===== src/sv/mbps_pkg.sv =====
// shared widths, register indexes and defaults for the masked byte pattern search
package mbps_pkg;

  localparam int BYTE_W         = 8;
  localparam int PATTERN_W      = 64;
  localparam int CARE_W         = 8;
  localparam int LEN_REG_W      = 4;
  localparam int START_W        = 32;
  localparam int MATCH_OFFSET_W = 32;
  localparam int CFG_INDEX_W    = 8;
  localparam int CFG_DATA_W     = 64;

  localparam int DEF_MAX_PATTERN = 8;
  localparam int DEF_OFFSET_BITS = 32;

  // configuration register indexes
  localparam logic [CFG_INDEX_W-1:0] REG_PATTERN_BYTES  = CFG_INDEX_W'(0);
  localparam logic [CFG_INDEX_W-1:0] REG_BYTE_CARE      = CFG_INDEX_W'(1);
  localparam logic [CFG_INDEX_W-1:0] REG_PATTERN_LENGTH = CFG_INDEX_W'(2);
  localparam logic [CFG_INDEX_W-1:0] REG_START_OFFSET   = CFG_INDEX_W'(3);

  // register reset values
  localparam logic [PATTERN_W-1:0] PATTERN_RESET = '0;
  localparam logic [CARE_W-1:0]    CARE_RESET    = 8'hFF;
  localparam logic [LEN_REG_W-1:0] LENGTH_RESET  = LEN_REG_W'(1);
  localparam logic [START_W-1:0]   START_RESET   = '0;

endpackage


===== src/sv/mbps_window_match.sv =====
// masked compare of the byte window against the configured pattern
module mbps_window_match #(
  parameter int MAX_PATTERN = mbps_pkg::DEF_MAX_PATTERN,
  parameter int LW          = $clog2(MAX_PATTERN + 1)
) (
  input  logic [MAX_PATTERN*mbps_pkg::BYTE_W-1:0] window,  // newest byte lowest
  input  logic [mbps_pkg::PATTERN_W-1:0]          pattern,
  input  logic [mbps_pkg::CARE_W-1:0]             care,
  input  logic [LW-1:0]                           len,
  output logic                                    hit
);
  import mbps_pkg::*;

  logic [BYTE_W-1:0] got;

  // pattern byte i lines up with window byte len-1-i
  always_comb begin
    hit = 1'b1;
    got = '0;
    for (int i = 0; i < MAX_PATTERN; i++) begin
      got = '0;
      for (int j = 0; j < MAX_PATTERN; j++) begin
        if (i + j + 1 == int'(len)) begin
          got = got | window[j*BYTE_W +: BYTE_W];
        end
      end
      if (i < int'(len) && care[i] && got != pattern[i*BYTE_W +: BYTE_W]) begin
        hit = 1'b0;
      end
    end
  end

endmodule


===== src/sv/masked_byte_pattern_search.sv =====
// top level of the masked byte pattern search
//
// a data block streams in on the s_ side, one byte per word, with s_tlast on
// its final byte. the block keeps the most recent MAX_PATTERN bytes and checks
// them against a pattern of up to eight bytes, each byte either compared
// exactly or taken as a wildcard. per block there is exactly one result word
// on the m_ side: found with the offset of the first match at or after
// start_offset, sent as soon as the match completes, or not found (offset 0)
// sent with the final byte. a match must lie wholly inside the block.
// configuration goes in over the cfg channel (index, 64-bit data), always
// ready; write it only while no block is in flight.
// throughput is one byte per cycle unless a held result stalls the input; the
// window compare, offset check and counter update all sit between the block
// state and the result register, so the result word shows on m_tvalid in the
// cycle after the byte that completes a match (or the final byte) is accepted.
// reset clears the window, byte count and report flag and returns the
// registers to pattern 0, care 0xFF, length 1, start offset 0.
// when the receiver stalls, the result word holds and s_tready drops only
// while a held result still waits and m_tready is low.
module masked_byte_pattern_search #(
  parameter int MAX_PATTERN = mbps_pkg::DEF_MAX_PATTERN,
  parameter int OFFSET_BITS = mbps_pkg::DEF_OFFSET_BITS
) (
  input  logic                                clk,
  input  logic                                rst,
  // configuration write channel
  input  logic                                cfg_valid,
  output logic                                cfg_ready,
  input  logic [mbps_pkg::CFG_INDEX_W-1:0]    cfg_index,
  input  logic [mbps_pkg::CFG_DATA_W-1:0]     cfg_data,
  // byte input
  input  logic                                s_tvalid,
  output logic                                s_tready,
  input  logic [mbps_pkg::BYTE_W-1:0]         s_tdata,   // data_byte
  input  logic                                s_tlast,   // last_byte
  // result output
  output logic                                m_tvalid,
  input  logic                                m_tready,
  output logic [mbps_pkg::MATCH_OFFSET_W-1:0] m_tdata,   // match_offset
  output logic                                m_tuser    // found
);
  import mbps_pkg::*;

  localparam int LW = $clog2(MAX_PATTERN + 1);
  localparam int WW = MAX_PATTERN * BYTE_W;
  // wide enough for both the byte count and the start offset register
  localparam int CW = (OFFSET_BITS > START_W) ? OFFSET_BITS : START_W;
  localparam logic [OFFSET_BITS-1:0] CNT_FULL = '1;

  // configuration registers
  logic [PATTERN_W-1:0] pattern_bytes;
  logic [CARE_W-1:0]    byte_care;
  logic [LEN_REG_W-1:0] pattern_length;
  logic [START_W-1:0]   start_offset;

  // per-block state
  logic [WW-1:0]          byte_window;   // newest byte in the low bits
  logic [WW-1:0]          window_next;
  logic [OFFSET_BITS-1:0] bytes_seen;
  logic                   match_reported;

  // result register
  logic                      out_found;
  logic [MATCH_OFFSET_W-1:0] out_offset;

  logic [LW-1:0] eff_len;
  logic [CW:0]   count_plus;
  logic [CW:0]   len_ext;
  logic [CW:0]   match_start;
  logic          window_hit;
  logic          long_enough;
  logic          start_ok;
  logic          not_full;
  logic          hit;
  logic          reported_new;
  logic          emit;
  logic          accept;

  assign cfg_ready = 1'b1;

  always_ff @(posedge clk) begin
    if (rst) begin
      pattern_bytes  <= PATTERN_RESET;
      byte_care      <= CARE_RESET;
      pattern_length <= LENGTH_RESET;
      start_offset   <= START_RESET;
    end else if (cfg_valid) begin
      case (cfg_index)
        REG_PATTERN_BYTES:  pattern_bytes  <= cfg_data[PATTERN_W-1:0];
        REG_BYTE_CARE:      byte_care      <= cfg_data[CARE_W-1:0];
        REG_PATTERN_LENGTH: pattern_length <= cfg_data[LEN_REG_W-1:0];
        REG_START_OFFSET:   start_offset   <= cfg_data[START_W-1:0];
        default: ;
      endcase
    end
  end

  // length zero acts as one, anything past the window saturates
  always_comb begin
    if (pattern_length == '0) begin
      eff_len = LW'(1);
    end else if (pattern_length > LEN_REG_W'(MAX_PATTERN)) begin
      eff_len = LW'(MAX_PATTERN);
    end else begin
      eff_len = LW'(pattern_length);
    end
  end

  // shift the arriving byte into the window
  always_comb begin
    window_next = byte_window << BYTE_W;
    window_next[BYTE_W-1:0] = s_tdata;
  end

  mbps_window_match #(
    .MAX_PATTERN (MAX_PATTERN),
    .LW          (LW)
  ) u_match (
    .window  (window_next),
    .pattern (pattern_bytes),
    .care    (byte_care),
    .len     (eff_len),
    .hit     (window_hit)
  );

  // the arriving byte sits at offset bytes_seen; the match would start
  // len-1 bytes earlier
  assign count_plus   = (CW + 1)'(bytes_seen) + (CW + 1)'(1);
  assign len_ext      = (CW + 1)'(eff_len);
  assign match_start  = count_plus - len_ext;
  assign long_enough  = count_plus >= len_ext;
  assign start_ok     = match_start >= (CW + 1)'(start_offset);
  assign not_full     = bytes_seen != CNT_FULL;

  assign hit          = !match_reported && not_full && long_enough && start_ok
                        && window_hit;
  assign reported_new = match_reported | hit;
  // a block that ends without a match reports not found on its final byte
  assign emit         = hit | (s_tlast & !reported_new);

  assign s_tready = !m_tvalid | m_tready;
  assign accept   = s_tvalid & s_tready;

  always_ff @(posedge clk) begin
    if (rst) begin
      byte_window    <= '0;
      bytes_seen     <= '0;
      match_reported <= 1'b0;
    end else if (accept) begin
      if (s_tlast) begin
        byte_window    <= '0;
        bytes_seen     <= '0;
        match_reported <= 1'b0;
      end else begin
        byte_window    <= window_next;
        match_reported <= reported_new;
        if (not_full) begin
          bytes_seen <= bytes_seen + OFFSET_BITS'(1);
        end
      end
    end
  end

  always_ff @(posedge clk) begin
    if (rst) begin
      m_tvalid <= 1'b0;
    end else if (accept) begin
      m_tvalid <= emit;
    end else if (m_tready) begin
      m_tvalid <= 1'b0;
    end
  end

  always_ff @(posedge clk) begin
    if (accept && emit) begin
      out_found  <= hit;
      out_offset <= hit ? match_start[MATCH_OFFSET_W-1:0] : '0;
    end
  end

  assign m_tuser = out_found;
  assign m_tdata = out_offset;

endmodule


===== config.mk =====
export PLATFORM = sky130hd
export DESIGN_NAME = masked_byte_pattern_search
export DESIGN_NICKNAME = d
export VERILOG_FILES = /design/src/sv/mbps_pkg.sv /design/src/sv/mbps_window_match.sv /design/src/sv/masked_byte_pattern_search.sv
export SDC_FILE = /design/constraint.sdc
export NUM_CORES = 1
export LEC_CHECK = 0
export ABC_AREA = 1
export BUFFER_PORTS_ARGS = -buffer_cell sky130_fd_sc_hd__buf_2
export CELL_PAD_IN_SITES_DETAIL_PLACEMENT = 0
export CELL_PAD_IN_SITES_GLOBAL_PLACEMENT = 1
export CORE_MARGIN = 2
export CORE_UTILIZATION = 35
export CTS_BUF_LIST = sky130_fd_sc_hd__clkbuf_16
export DETAILED_ROUTE_END_ITERATION = 10
export PLACE_DENSITY = 0.7
export SLEW_MARGIN = 20
export SYNTH_ARGS = -nofsm -noshare
export SYNTH_HDL_FRONTEND = slang
export SYNTH_SLANG_ARGS = --single-unit

===== constraint.sdc =====
create_clock -name clk -period 5.5 [get_ports clk]
set_clock_uncertainty 0.15 [all_clocks]
set_input_delay 1.1 -clock clk [delete_from_list [all_inputs] [get_ports clk]]
set_output_delay 1.1 -clock clk [all_outputs]
set_load 0.02 [all_outputs]

# == Word level (Yosys, flattened, before mapping) ==
# Cells that the tools add are included.
# totals
reg_bits,231
in_bits,86
out_inout_bits,36
wordCells,225
# op_classes
n_bitwise,61
n_reduce_logical,33
magnitude_cmp,11
add_sub_neg,3
n_eq_ne,27
mux,80
# ops
op,count
2-to-1 mux 8 bit,64
OR 8 bit,56
2-to-1 mux 32 bit,2
!= test 8 bit,8
2-to-1 mux 56 bit,1
adder 32 x 1 -> 33 bit (second input constant),1
>= comparator 33 x 32 -> 1 bit,1
>= comparator 33 x 4 -> 1 bit,1
subtractor 33 x 4 -> 33 bit,1
adder 32 x 1 -> 32 bit (second input constant),1
== test 4 bit (first input constant),8
!= test 32 bit (second input constant),1
logical AND 1 bit,21
== test 3 x 4 -> 1 bit (first input constant),4
== test 8 x 2 -> 1 bit (second input constant),2
< comparator 3 x 4 -> 1 bit (first input constant),4
2-to-1 mux 1 bit,11
AND reduction 2 bit,5
== test 2 x 4 -> 1 bit (first input constant),2
== test 8 x 1 -> 1 bit (second input constant),1
logical NOT 8 bit,1
< comparator 1 x 4 -> 1 bit (first input constant),2
< comparator 2 x 4 -> 1 bit (first input constant),2
2-to-1 mux 4 bit,2
7 further kinds,13

# == Longest topological paths before layout ==
# Gate-level depths: netlist of the first run.
# depth
depth_word,35
depth_mapped,35
depth_no_buf,34

# == By module ==
# Synthesis of the first run repeated with hierarchy kept, for this count alone.
# hier_totals
hier_cells,2895
hier_area_um2,16555.9
# by_module_without_submodules
module,instances,cells_per_inst,area_per_inst_um2
masked_byte_pattern_search,1,1484,10831.6
mbps_window_match,1,1411,5724.2

# == Worst setup path after synthesis of the first run ==
# OpenSTA, ideal clock, no wires.
# synth_path
path_kind,reg2reg
start,reg pattern_length[3]
end,"reg out_offset[0] (netlist: m_tdata[0]), enable pin"
arrival_ns,4.546
setup_ns,0.388
stages_incl_launch_ff,33
path_slack_ns,0.416
required_ns,4.962
period_less_slack_ns,5.084
path_cell_list,dfxtp_1 > buf_4 > nor2_1 > buf_2 > inv_1 > o31ai_1 > ha_1 > nor2_1 > nor2_1 > nor2_1 > nor2_1 > nand3_1 > nor2_2 > nand2_1 > inv_1 > nand3_1 > nor2_2 > nand3_1 > xor2_1 > inv_1 > ha_1 > nand2_1 > inv_1 > nand4_1 > nor2_1 > nand4_1 > nand2_1 > a21oi_1 > nand2_1 > nand3_4 > nand2_1 > nand2_1 > inv_1
# synth_between
word_cells_on_any_way,190
# synth_rtl
element,line_no,text
from (decl),masked_byte_pattern_search.sv:53,logic [LEN_REG_W-1:0] pattern_length;
from (signal assigned),masked_byte_pattern_search.sv:91,REG_PATTERN_LENGTH: pattern_length <= cfg_data[LEN_REG_W-1:0];
> comparator 4 bit,masked_byte_pattern_search.sv:102,end else if (pattern_length > LEN_REG_W'(MAX_PATTERN)) begin
2-to-1 mux 4 bit,masked_byte_pattern_search.sv:102,
2-to-1 mux 4 bit *,masked_byte_pattern_search.sv:100,if (pattern_length == '0) begin
subtractor 33 x 4 -> 33 bit *,masked_byte_pattern_search.sv:130,assign match_start = count_plus - len_ext;
named net match_start[29],masked_byte_pattern_search.sv:69,logic [CW:0] match_start;
>= comparator 33 x 32 -> 1 bit *,masked_byte_pattern_search.sv:132,assign start_ok = match_start >= (CW + 1)'(start_offset);
logical AND 1 bit *,masked_byte_pattern_search.sv:135,assign hit = !match_reported && not_full && long_enough && start_ok
logical AND 1 bit *,masked_byte_pattern_search.sv:136,&& window_hit;
OR 1 bit,masked_byte_pattern_search.sv:137,assign reported_new = match_reported | hit;
logical NOT 1 bit,masked_byte_pattern_search.sv:139,assign emit = hit | (s_tlast & !reported_new);
AND 1 bit,masked_byte_pattern_search.sv:139,
OR 1 bit *,masked_byte_pattern_search.sv:139,
logical AND 1 bit *,masked_byte_pattern_search.sv:175,if (accept && emit) begin
to (signal assigned),masked_byte_pattern_search.sv:177,out_offset <= hit ? match_start[MATCH_OFFSET_W-1:0] : '0;
to (decl),masked_byte_pattern_search.sv:64,logic [MATCH_OFFSET_W-1:0] out_offset;
# The timed path passes the listed nets; every way through them passes the cells marked *.
# A chain may end at the register's enable or synchronous reset.

# == Worst setup path after layout of the first run ==
# layout_path
start,reg bytes_seen[0]
end,"reg out_offset[22] (netlist: m_tdata[22]), enable pin"
# layout_between
elab_chain_len,10
word_cells_on_any_way,14
# layout_lines
element,line_no,text
from (decl),masked_byte_pattern_search.sv:59,logic [OFFSET_BITS-1:0] bytes_seen;
from (signal assigned),masked_byte_pattern_search.sv:158,bytes_seen <= bytes_seen + OFFSET_BITS'(1);
adder 32 x 1 -> 33 bit *,masked_byte_pattern_search.sv:128,assign count_plus = (CW + 1)'(bytes_seen) + (CW + 1)'(1);
subtractor 33 x 4 -> 33 bit *,masked_byte_pattern_search.sv:130,
named net match_start[27],masked_byte_pattern_search.sv:69,
>= comparator 33 x 32 -> 1 bit *,masked_byte_pattern_search.sv:132,
logical AND 1 bit *,masked_byte_pattern_search.sv:135,
logical AND 1 bit *,masked_byte_pattern_search.sv:136,
OR 1 bit,masked_byte_pattern_search.sv:137,
logical NOT 1 bit,masked_byte_pattern_search.sv:139,
AND 1 bit,masked_byte_pattern_search.sv:139,
OR 1 bit *,masked_byte_pattern_search.sv:139,
logical AND 1 bit *,masked_byte_pattern_search.sv:175,
# Marks and branches as above.

==> impl_metrics.csv, run 1 <==
group,metric,value,unit
outcome,status,"completed",
die,fp-row-count,74,
sta,setup_viol,0,
synth,synth_xor_area_frac,0.0221,
synth,synth_nets,2486,
placed_design,port_buffers,120,
die,dieHeight,208,um
critical_path,path_common_cell,"nand2_1",
clocking,cts_buffers,28,
drt,drt_iter0_drc,955,
global_route,grt_pass1_wl,85200,um
die,num_io_pins,122,
finish,ff_latch_area,4960,um^2
pwr,pwr_density_cell,242,nW/um^2
placed_design,gp_congestion,0.903,
synth,yosys.area.top_type,"dfxtp_1",
critical_path,crit_slowest_cell,"dfxtp_1",
synth,synth_seq_area_share,0.339,
sta,maxSlewHeadroom,0.365,
critical_path,critPathLaunchType,"flop",
clocking,clk_pin_slew,60,ps
die,die_w,208,um
sta,hold_violations,0,
die,die-area,43500,um^2
worst_hold_path,hold_path.class,"reg2reg",
synth,synth_top_cell_area_share,0.271,
synth,synth-simple-area-share,0.388,
finish,drive_gt1_frac,0.0981,
clocking,clock-root-buffer,"clkbuf_16",
sta,period_needed,4990,ps
synth,synth_top_family_by_area,"simple AND/OR/NAND/NOR gates",
finish,nNetsFinal,2540,
global_route,antenna_found_initial,0,
run,max-cap-violations,0,
placed_design,hpwl,41000,um
clocking,clk_path_buf_depth,3,
sta,tightest_slew,952,ps
clocking,post-cts-setup-buffer-count,0,
synth,synth_compound_area_frac,0.119,
drt,num_vias,15100,
sta,rsz0062_at_grt,"false",
synth,ys_warn_count,0,
die,initial_core_util,0.357,
synth,synth_area,14600,um^2
global_route,grt_pass1_vias,14200,
finish,diodes,0,
drt,drc_errors,0,
synth,synth-main-ff-cell,"dfxtp_1",
synth,synth_cell_type_count,45,
pwr,ir_drop,0.000230,V
global_route,grt_max_degree,107,
global_route,grt_overflow,0,
synth,yosys_register_bits,231,
finish,final_util,0.402,
sta,fin_setup_tns,0,ps
global_route,track_usage,0.254,
finish,areaGrowthSynthToFinish,12.5,%
sta,clock.fmax,201,MHz
clocking,clkSinkCount,231,
drt,drtPass1Iterations,8,
sta,timing.hold.ws,306,ps
clocking,cts.htree.levels,1,
pwr,p_leak,0.00753,uW
critical_path,crit_path_max_fanout,33,
die,core,41000,um^2
critical_path,critical_path_arrival,5110,ps
clocking,clock_latency,590,ps
synth,yosys.area_share.adder,0.0330,
critical_path,endpoint_kind,"flop",
synth,synthTopCellsByCount,"nand2_1, nor2_1, inv_1, dfxtp_1, nand3_1",
synth,synth_area_leaders,"dfxtp_1, nand2_1, nor2_1",
synth,syn_inst,2362,
synth,post-synth-top-count-cell,"nand2_1",
critical_path,slowest_delay,420,ps
drt,vias_per_cell,5.09,
synth,synth.area.mux_share,0,
sta,min_period_over_period,0.907,
synth,avgSynthCellArea,6.20,um^2
sta,drv_slew,0,
finish,n_fill_cell,4430,
finish,multi_input_area,8250,um^2
clocking,cts_tree,"done",
drt,wl_per_cell,18.9,um
critical_path,crit_required,5630,ps
drt,ant_nets,0,
synth,ys_async_sr_fraction,0,
drt,routed_wl,56000,um
critical_path,critPathKind,"reg2reg",
synth,synth_edf_count,33,
[timing repair]
action / 4_1_cts / 5_1_grt
setup endpoints to repair: 0 / 33
resized for setup: 0 / 4
hold buffers: 0 / 0
[critical path: cells and delay by family (launching register included)]
family,cells,cell delay (ps)
flip-flops,1,420
AND/OR/NAND/NOR,18,2090
AO/OA/AOI/OAI,2,240
XOR/XNOR,2,450
buffers and inverters,4,490
adder cells (fa/ha/maj),3,810
[cells by family after synthesis]
group | count (synthesis)
AOI/OAI and AO/OA | 332
xor gates and xnor gates | 37
adders and majority gates | 38
buffers and inverters | 364
DFF | 231
other | 1
and+or+nand+nor | 1359
[state kept, by name, summed over array words and instances (netlist names)]
signal          count
match_reported      1
byte_care           8
pattern_bytes      64
m_tdata            32
m_tvalid            1
bytes_seen         32
start_offset       32
byte_window        56
pattern_length      4
m_tuser             1
[placed cells by master (no fill, tap or decap), types with 5 or more instances in the layout]
cell type,instances
edfxtp_1,33
nand2_2,7
o21bai_1,5
clkinv_1,6
buf_2,119
clkbuf_16,28
a21oi_1,178
nand4_1,24
o211ai_1,8
buf_4,29
o21ai_1,5
clkinv_2,6
nor3_1,9
ha_1,37
o21ai_0,118
nor2_1,279
xor2_1,29
nor2_2,9
nand2_1,789
nand3_1,197
dfxtp_1,196
inv_1,236
inv_2,9
xnor2_1,8
nor2_4,10
nand3b_1,21
[final timing paths]
path                                            startpoint                   endpoint  slack, ps  cells past startpoint
worst max-delay path            bytes_seen[0]$_SDFFE_PP0P_  m_tdata[22]$_SDFFCE_PN0P_        510                     29
worst min register to register   byte_care[3]$_SDFFE_PP1P_  byte_care[3]$_SDFFE_PP1P_        310                      2
worst max register to register  bytes_seen[0]$_SDFFE_PP0P_  m_tdata[22]$_SDFFCE_PN0P_        510                     29
worst min-delay path             byte_care[3]$_SDFFE_PP1P_  byte_care[3]$_SDFFE_PP1P_        310                      2
[per-layer routing]
metal  wire length (um)  track usage  part of all wire
met1              24700        0.324              0.44
met2              26400        0.436              0.47
met3               2260       0.0263             0.040
met4               2640        0.107             0.047
met5                  0            0                 0
[layout make-up]
class                      count  share of cell area
clock buffer                  28              0.0425
timing repair buffer         149              0.0506
tap                          532              0.0404
sequential                   231               0.301
multi-input combinational   1767               0.501
clock inverter                23              0.0102
inverter                     239              0.0545
[report_power, final]
part	internal (uW)	switching, uW
Combinational	136	290
Clock	1010	800
Sequential	1730	16.6
[metrics by stage]
| stage | power (uW) | area, um^2 | worst slack [ps] | instances |
|---|---|---|---|---|
| detailed placement | 2200 | 15600 | 322 | 2918 |
| CTS | 4030 | 16500 | 303 | 2969 |
| global route | 4140 | 16500 | 1.79 | 2969 |
| global placement | 2200 | 15600 | 447 | 2918 |
| finish | 3980 | 16500 | 513 | 2969 |
| floorplan | 2040 | 14600 | 416 | 2362 |
Note: power is estimated with default switching activity, not from simulation.
==> run 2, diff against run 1 <==
--- a/config.mk
+++ b/config.mk
@@ -11,7 +11,6 @@
 export CELL_PAD_IN_SITES_GLOBAL_PLACEMENT = 1
 export CORE_MARGIN = 2
 export CORE_UTILIZATION = 35
-export CTS_BUF_LIST = sky130_fd_sc_hd__clkbuf_16
 export DETAILED_ROUTE_END_ITERATION = 10
 export PLACE_DENSITY = 0.7
 export SLEW_MARGIN = 20
==> run 2 against run 1 <==
- register-to-register slack barely moved
- sequential cell count did not move
- sequential share of layout area fell by 0.14 points
- worst setup slack improved by 6.2 ps
- worst hold slack improved by 2.4 ps
- via count rose by 0.11%
- global-route usage barely moved
- sequential power barely moved
- routed wire length barely moved
- total power rose by 2.8%
- die area did not move
- non-clock buffer count did not move
- critical path type unchanged
- critical endpoint is now m_tdata[20]$_SDFFCE_PN0P_
- largest cell class unchanged
- largest power group unchanged
==> impl_metrics.csv, run 2 (same netlist as run 1, synthesis figures left out) <==
group,metric,value,unit
finish,n_fill_cell,4418,
clocking,cts.htree.levels,1,
sta,clock.fmax,201,MHz
drt,routed_wl,56000,um
die,num_io_pins,122,
clocking,clock-root-buffer,"clkbuf_16",
finish,largest_reg_flops,64,
worst_hold_path,hold_depth,2,
finish,diodes,0,
finish,ff_latch_area,4960,um^2
drt,drtPass1Iterations,7,
global_route,grt_pass1_wl,85200,um
finish,areaGrowthSynthToFinish,13.1,%
outcome,status,"completed",
drt,vias_per_cell,5.10,
critical_path,reg2reg_to,"m_tdata[20]$_SDFFCE_PN0P_",
die,dieHeight,208,um
worst_hold_path,min_from,"byte_care[3]$_SDFFE_PP1P_",
critical_path,r2r_setup_slack,520,ps
sta,tightest_slew,961,ps
drt,num_vias,15100,
sta,period_needed,4980,ps
clocking,cts_buffers,28,
placed_design,hpwl,41000,um
sta,fin_setup_tns,0,ps
critical_path,reg2reg_from,"bytes_seen[0]$_SDFFE_PP0P_",
critical_path,endpoint_kind,"flop",
pwr,ir_drop,0.000230,V
die,fp-row-count,74,
drt,wl_per_cell,18.9,um
placed_design,gp_congestion,0.903,
critical_path,crit_required,5630,ps
drt,drc_errors,0,
sta,hold_violations,0,
pwr,power.net_switching,1110,uW
finish,layout_commonest_cell,"nand2_1",
critical_path,path_common_cell,"nand2_1",
worst_hold_path,hold_path.class,"reg2reg",
clocking,clk_pin_slew,60,ps
clocking,clock_latency,580,ps
global_route,track_usage,0.254,
finish,layout_common_cells,"nand2_1, nor2_1, inv_1, nand3_1, dfxtp_1",
critical_path,critPathLaunchType,"flop",
critical_path,slowest_delay,420,ps
die,initial_core_util,0.357,
finish,drive_gt1_frac,0.101,
drt,ant_nets,0,
sta,setup_viol,0,
run,max-cap-violations,0,
sta,rsz0062_at_grt,"false",
worst_hold_path,hold_end,"byte_care[3]$_SDFFE_PP1P_",
pwr,clkPwrFrac,0.471,
drt,drt_iter0_drc,1007,
clocking,cts_tree,"done",
global_route,antenna_found_initial,0,
sta,drv_slew,0,
global_route,grt_max_degree,107,
placed_design,port_buffers,120,
pwr,p_int,2990,uW
critical_path,critPathKind,"reg2reg",
finish,top_register,"pattern_bytes",
critical_path,crit_path_max_fanout,33,
pwr,seqPwrFrac,0.425,
critical_path,crit_slowest_cell,"dfxtp_1",
finish,multi_input_area,8250,um^2
critical_path,rr_worst_depth,29,
clocking,clkSinkCount,231,
pwr,combPwrFrac,0.104,
sta,min_period_over_period,0.906,
sta,maxSlewHeadroom,0.355,
clocking,clk_path_buf_depth,3,
pwr,p_sw_frac,0.270,
pwr,finalPower,4090,uW
die,core,41000,um^2
clocking,cts_hold_buf,0,
critical_path,critical_path_arrival,5110,ps
pwr,p_leak,0.00755,uW
clocking,post-cts-setup-buffer-count,0,
finish,largestRegisters,"pattern_bytes (64), byte_window (56)",
die,die_w,208,um
global_route,grt_pass1_vias,14200,
finish,nNetsFinal,2540,
die,die-area,43500,um^2
pwr,pwr_density_cell,248,nW/um^2
global_route,grt_overflow,0,
run 2: how the worst max path moves through the flow:
| stage | startpoint | end | slack [ps] |
|---|---|---|---|
| 2_1_floorplan | pattern_length[3]$_SDFFE_PP0P_ | m_tdata[0]$_SDFFCE_PN0P_ | 420 |
| 3_3_place_gp | bytes_seen[0]$_SDFFE_PP0P_ | m_tdata[30]$_SDFFCE_PN0P_ | 450 |
| 3_5_place_dp | bytes_seen[0]$_SDFFE_PP0P_ | m_tdata[20]$_SDFFCE_PN0P_ | 320 |
| 4_1_cts | bytes_seen[0]$_SDFFE_PP0P_ | m_tdata[19]$_SDFFCE_PN0P_ | 300 |
| 5_1_grt | bytes_seen[0]$_SDFFE_PP0P_ | m_tdata[29]$_SDFFCE_PN0P_ | 20 |
| 6_report | bytes_seen[0]$_SDFFE_PP0P_ | m_tdata[20]$_SDFFCE_PN0P_ | 520 |
run 2: what timing repair did:
item                                   4_1_cts  5_1_grt
setup endpoints to repair                    0       33
endpoints found under the hold margin        0        0
gates resized for setup                      0        5
run 2: final cells by class:
class | instances | area share
Clock buffer | 40 | 0.0495
Clock inverter | 11 | 0.00741
Inverter | 239 | 0.0542
Multi-Input combinational cell | 1767 | 0.499
Sequential cell | 231 | 0.300
Tap cell | 532 | 0.0402
Timing Repair Buffer | 149 | 0.0504
run 2: critical path: cells and delay by family (launching register included):
| family | cells | cell delay (ps) |
|---|---|---|
| simple gates | 18 | 2060 |
| buf+inv | 4 | 500 |
| flops | 1 | 420 |
| xor+xnor | 2 | 460 |
| fa+ha+maj | 3 | 820 |
| compound gates | 2 | 240 |
run 2: per-stage QoR:
stage	instances	util	setup WS, ps	cell area, um^2	hold WS (ps)
floorplan	2362	-	416	14600	272
global placement	2918	0.380	447	15600	288
global route	2969	0.403	22.7	16500	338
detailed placement	2918	0.380	322	15600	295
finish	2969	0.403	519	16500	308
CTS	2969	0.403	300	16500	310
run 2: routing by layer:
layer / global-route usage / up-vias / wire, um / share of wire
met3: 0.0261 / 109 / 2480 / 0.044
met5: 0 / - / 0 / 0
met4: 0.108 / 0 / 2590 / 0.046
met2: 0.437 / 396 / 26500 / 0.47
met1: 0.323 / 7015 / 24400 / 0.44
li1: - / 7609 / - / -
run 2: power groups by stage:
stage	Combinational (uW)	Sequential (uW)	Clock, uW
2_1_floorplan	258	1780	0
3_3_place_gp	422	1780	0
3_5_place_dp	426	1780	0
4_1_cts	428	1740	1970
5_1_grt	480	1740	2030
6_report	425	1740	1930
==> run 3, diff against run 2 <==
--- a/config.mk
+++ b/config.mk
@@ -12,6 +12,7 @@
 export CORE_MARGIN = 2
 export CORE_UTILIZATION = 35
 export DETAILED_ROUTE_END_ITERATION = 10
+export GPL_TIMING_DRIVEN = 0
 export PLACE_DENSITY = 0.7
 export SLEW_MARGIN = 20
 export SYNTH_ARGS = -nofsm -noshare
==> run 3 against run 2 <==
- total power grew 5.5%
- routed wire length grew 13%
- core utilization grew 1.5 points
- cell count grew 3.3%
- maximum frequency shrank 5.2%
- critical endpoint is now m_tdata[31]$_SDFFCE_PN0P_
- count of clock-buffer cells in the layout shrank 6
- critical path depth is the same
- register-to-register slack lost 270 ps
- worst hold slack gained 6.0 ps
- via count grew 3.5%
- global-route usage grew 3.4 points
==> impl_metrics.csv, run 3 (same netlist as run 1, synthesis figures left out) <==
group,metric,value,unit
critical_path,crit_path_max_fanout,16,
placed_design,hpwl,49600,um
drt,ant_nets,0,
sta,min_period_over_period,0.955,
drt,vias_per_cell,5.11,
sta,period_needed,5250,ps
global_route,track_usage,0.288,
placed_design,port_buffers,111,
finish,drive_gt1_frac,0.109,
worst_hold_path,hold_path.class,"reg2reg",
finish,top_register,"pattern_bytes",
finish,largestRegisters,"pattern_bytes (64), byte_window (56)",
clocking,cts_tree,"done",
outcome,status,"completed",
placed_design,dpl_cell_area,15900,um^2
critical_path,critPathKind,"reg2reg",
drt,drt_iter0_drc,1096,
sta,fin_setup_tns,0,ps
die,die-area,43500,um^2
sta,maxSlewHeadroom,0.257,
die,die_w,208,um
global_route,grt_pass1_vias,14800,
clocking,clock-root-buffer,"clkbuf_16",
finish,layout_common_cells,"nand2_1, nor2_1, inv_1, nand3_1, dfxtp_1",
global_route,antenna_found_initial,0,
finish,largest_reg_flops,64,
global_route,grt_pass1_wl,93600,um
sta,tightest_slew,1110,ps
sta,timing.hold.ws,314,ps
die,core,41000,um^2
finish,n_fill_cell,4413,
sta,setup_viol,0,
clocking,clkSinkCount,231,
clocking,cts_hold_buf,0,
finish,layout.cells.non_filler,3067,
die,dieHeight,208,um
critical_path,slowest_delay,420,ps
die,num_io_pins,122,
critical_path,path_common_cell,"nand2_1",
clocking,cts_buffers,28,
sta,drv_slew,0,
clocking,cts.htree.levels,1,
sta,clock.fmax,190,MHz
run,max-cap-violations,0,
finish,nNetsFinal,2637,
clocking,clk_pin_slew,60,ps
drt,routed_wl,63600,um
critical_path,critical_path_arrival,5400,ps
pwr,ir_drop,0.000242,V
finish,areaGrowthSynthToFinish,17.3,%
die,fp-row-count,74,
placed_design,gp_congestion,0.981,
pwr,p_leak,0.00779,uW
critical_path,endpoint_kind,"flop",
finish,diodes,0,
pwr,pwr_density_cell,252,nW/um^2
die,initial_core_util,0.357,
sta,hold_violations,0,
placed_design,dp_cells,3005,
finish,ff_latch_area,4960,um^2
critical_path,critPathLaunchType,"flop",
critical_path,crit_slowest_cell,"dfxtp_2",
finish,design_area,17200,um^2
drt,num_vias,15700,
drt,drtPass1Iterations,5,
finish,multi_input_area,8390,um^2
global_route,grt_overflow,0,
clocking,clk_path_buf_depth,3,
drt,drc_errors,0,
drt,wl_per_cell,20.7,um
clocking,clock_latency,600,ps
global_route,grt_max_degree,18,
critical_path,crit_required,5650,ps
finish,layout_commonest_cell,"nand2_1",
[run 3: changes by cell type in the layout (fill, tap and decap cells not counted), sizes merged]
cell    previous run  this run
bufinv             2         5
clkinv             8        11
clkbuf            40       120
inv              239       241
buf              149       159
[run 3: layout make-up]
| type | instances | area share |
|---|---|---|
| clock inverters | 18 | 0.0148 |
| repair buffers | 121 | 0.0367 |
| plain buffers | 124 | 0.0324 |
| repair inverters | 1 | 0.000510 |
| multi-input cells | 1767 | 0.489 |
| well taps | 532 | 0.0388 |
| inverters | 239 | 0.0532 |
| flip-flops and latches | 231 | 0.289 |
| clock buffers | 34 | 0.0464 |
[run 3: timing repair]
| item | CTS | global route |
|---|---|---|
| setup buffers | 4 | 6 |
| endpoints found under the setup margin | 67 | 59 |
| gates cloned | 1 | 0 |
| gates resized for setup | 18 | 19 |
| pin swaps | 6 | 6 |
[run 3: power by group]
part           total, uW  switching (uW)  internal, uW  leakage (uW)
registers           1730            8.50          1730       0.00191
logic                480             331           149       0.00535
clock network       2110             834          1270      0.000519
[run 3: per-layer routing]
layer  part of all wire  track usage
met4              0.054        0.129
met5                  0            0
met3              0.044       0.0257
met1               0.43        0.364
met2               0.47        0.499
[run 3: worst max-delay path, delay by kind of cell (launching register included)]
| kind | cells | cell delay [ps] |
|---|---|---|
| adder cells (fa/ha/maj) | 3 | 850 |
| buffers and inverters | 4 | 460 |
| AND/OR/NAND/NOR | 18 | 2280 |
| flip-flops | 1 | 420 |
| AO/OA/AOI/OAI | 2 | 250 |
| XOR/XNOR | 2 | 520 |
[run 3: worst paths after layout]
path                                                     end                         start  slack (ps)  cells after the start
worst max-delay path               m_tdata[31]$_SDFFCE_PN0P_    bytes_seen[0]$_SDFFE_PP0P_         250                     29
worst min-delay path            byte_window[51]$_SDFFE_PP0P_  byte_window[51]$_SDFFE_PP0P_         310                      2
worst max register to register     m_tdata[31]$_SDFFCE_PN0P_    bytes_seen[0]$_SDFFE_PP0P_         250                     29
worst min register to register  byte_window[51]$_SDFFE_PP0P_  byte_window[51]$_SDFFE_PP0P_         310                      2
[run 3: through the flow]
stage	setup WS (ps)	power, uW	utilization
finish	247	4320	0.419
detailed placement	-967	2230	0.387
global placement	-1360	2220	0.387
CTS	1.49	4340	0.415
floorplan	416	2040	-
global route	-27.2	4460	0.419
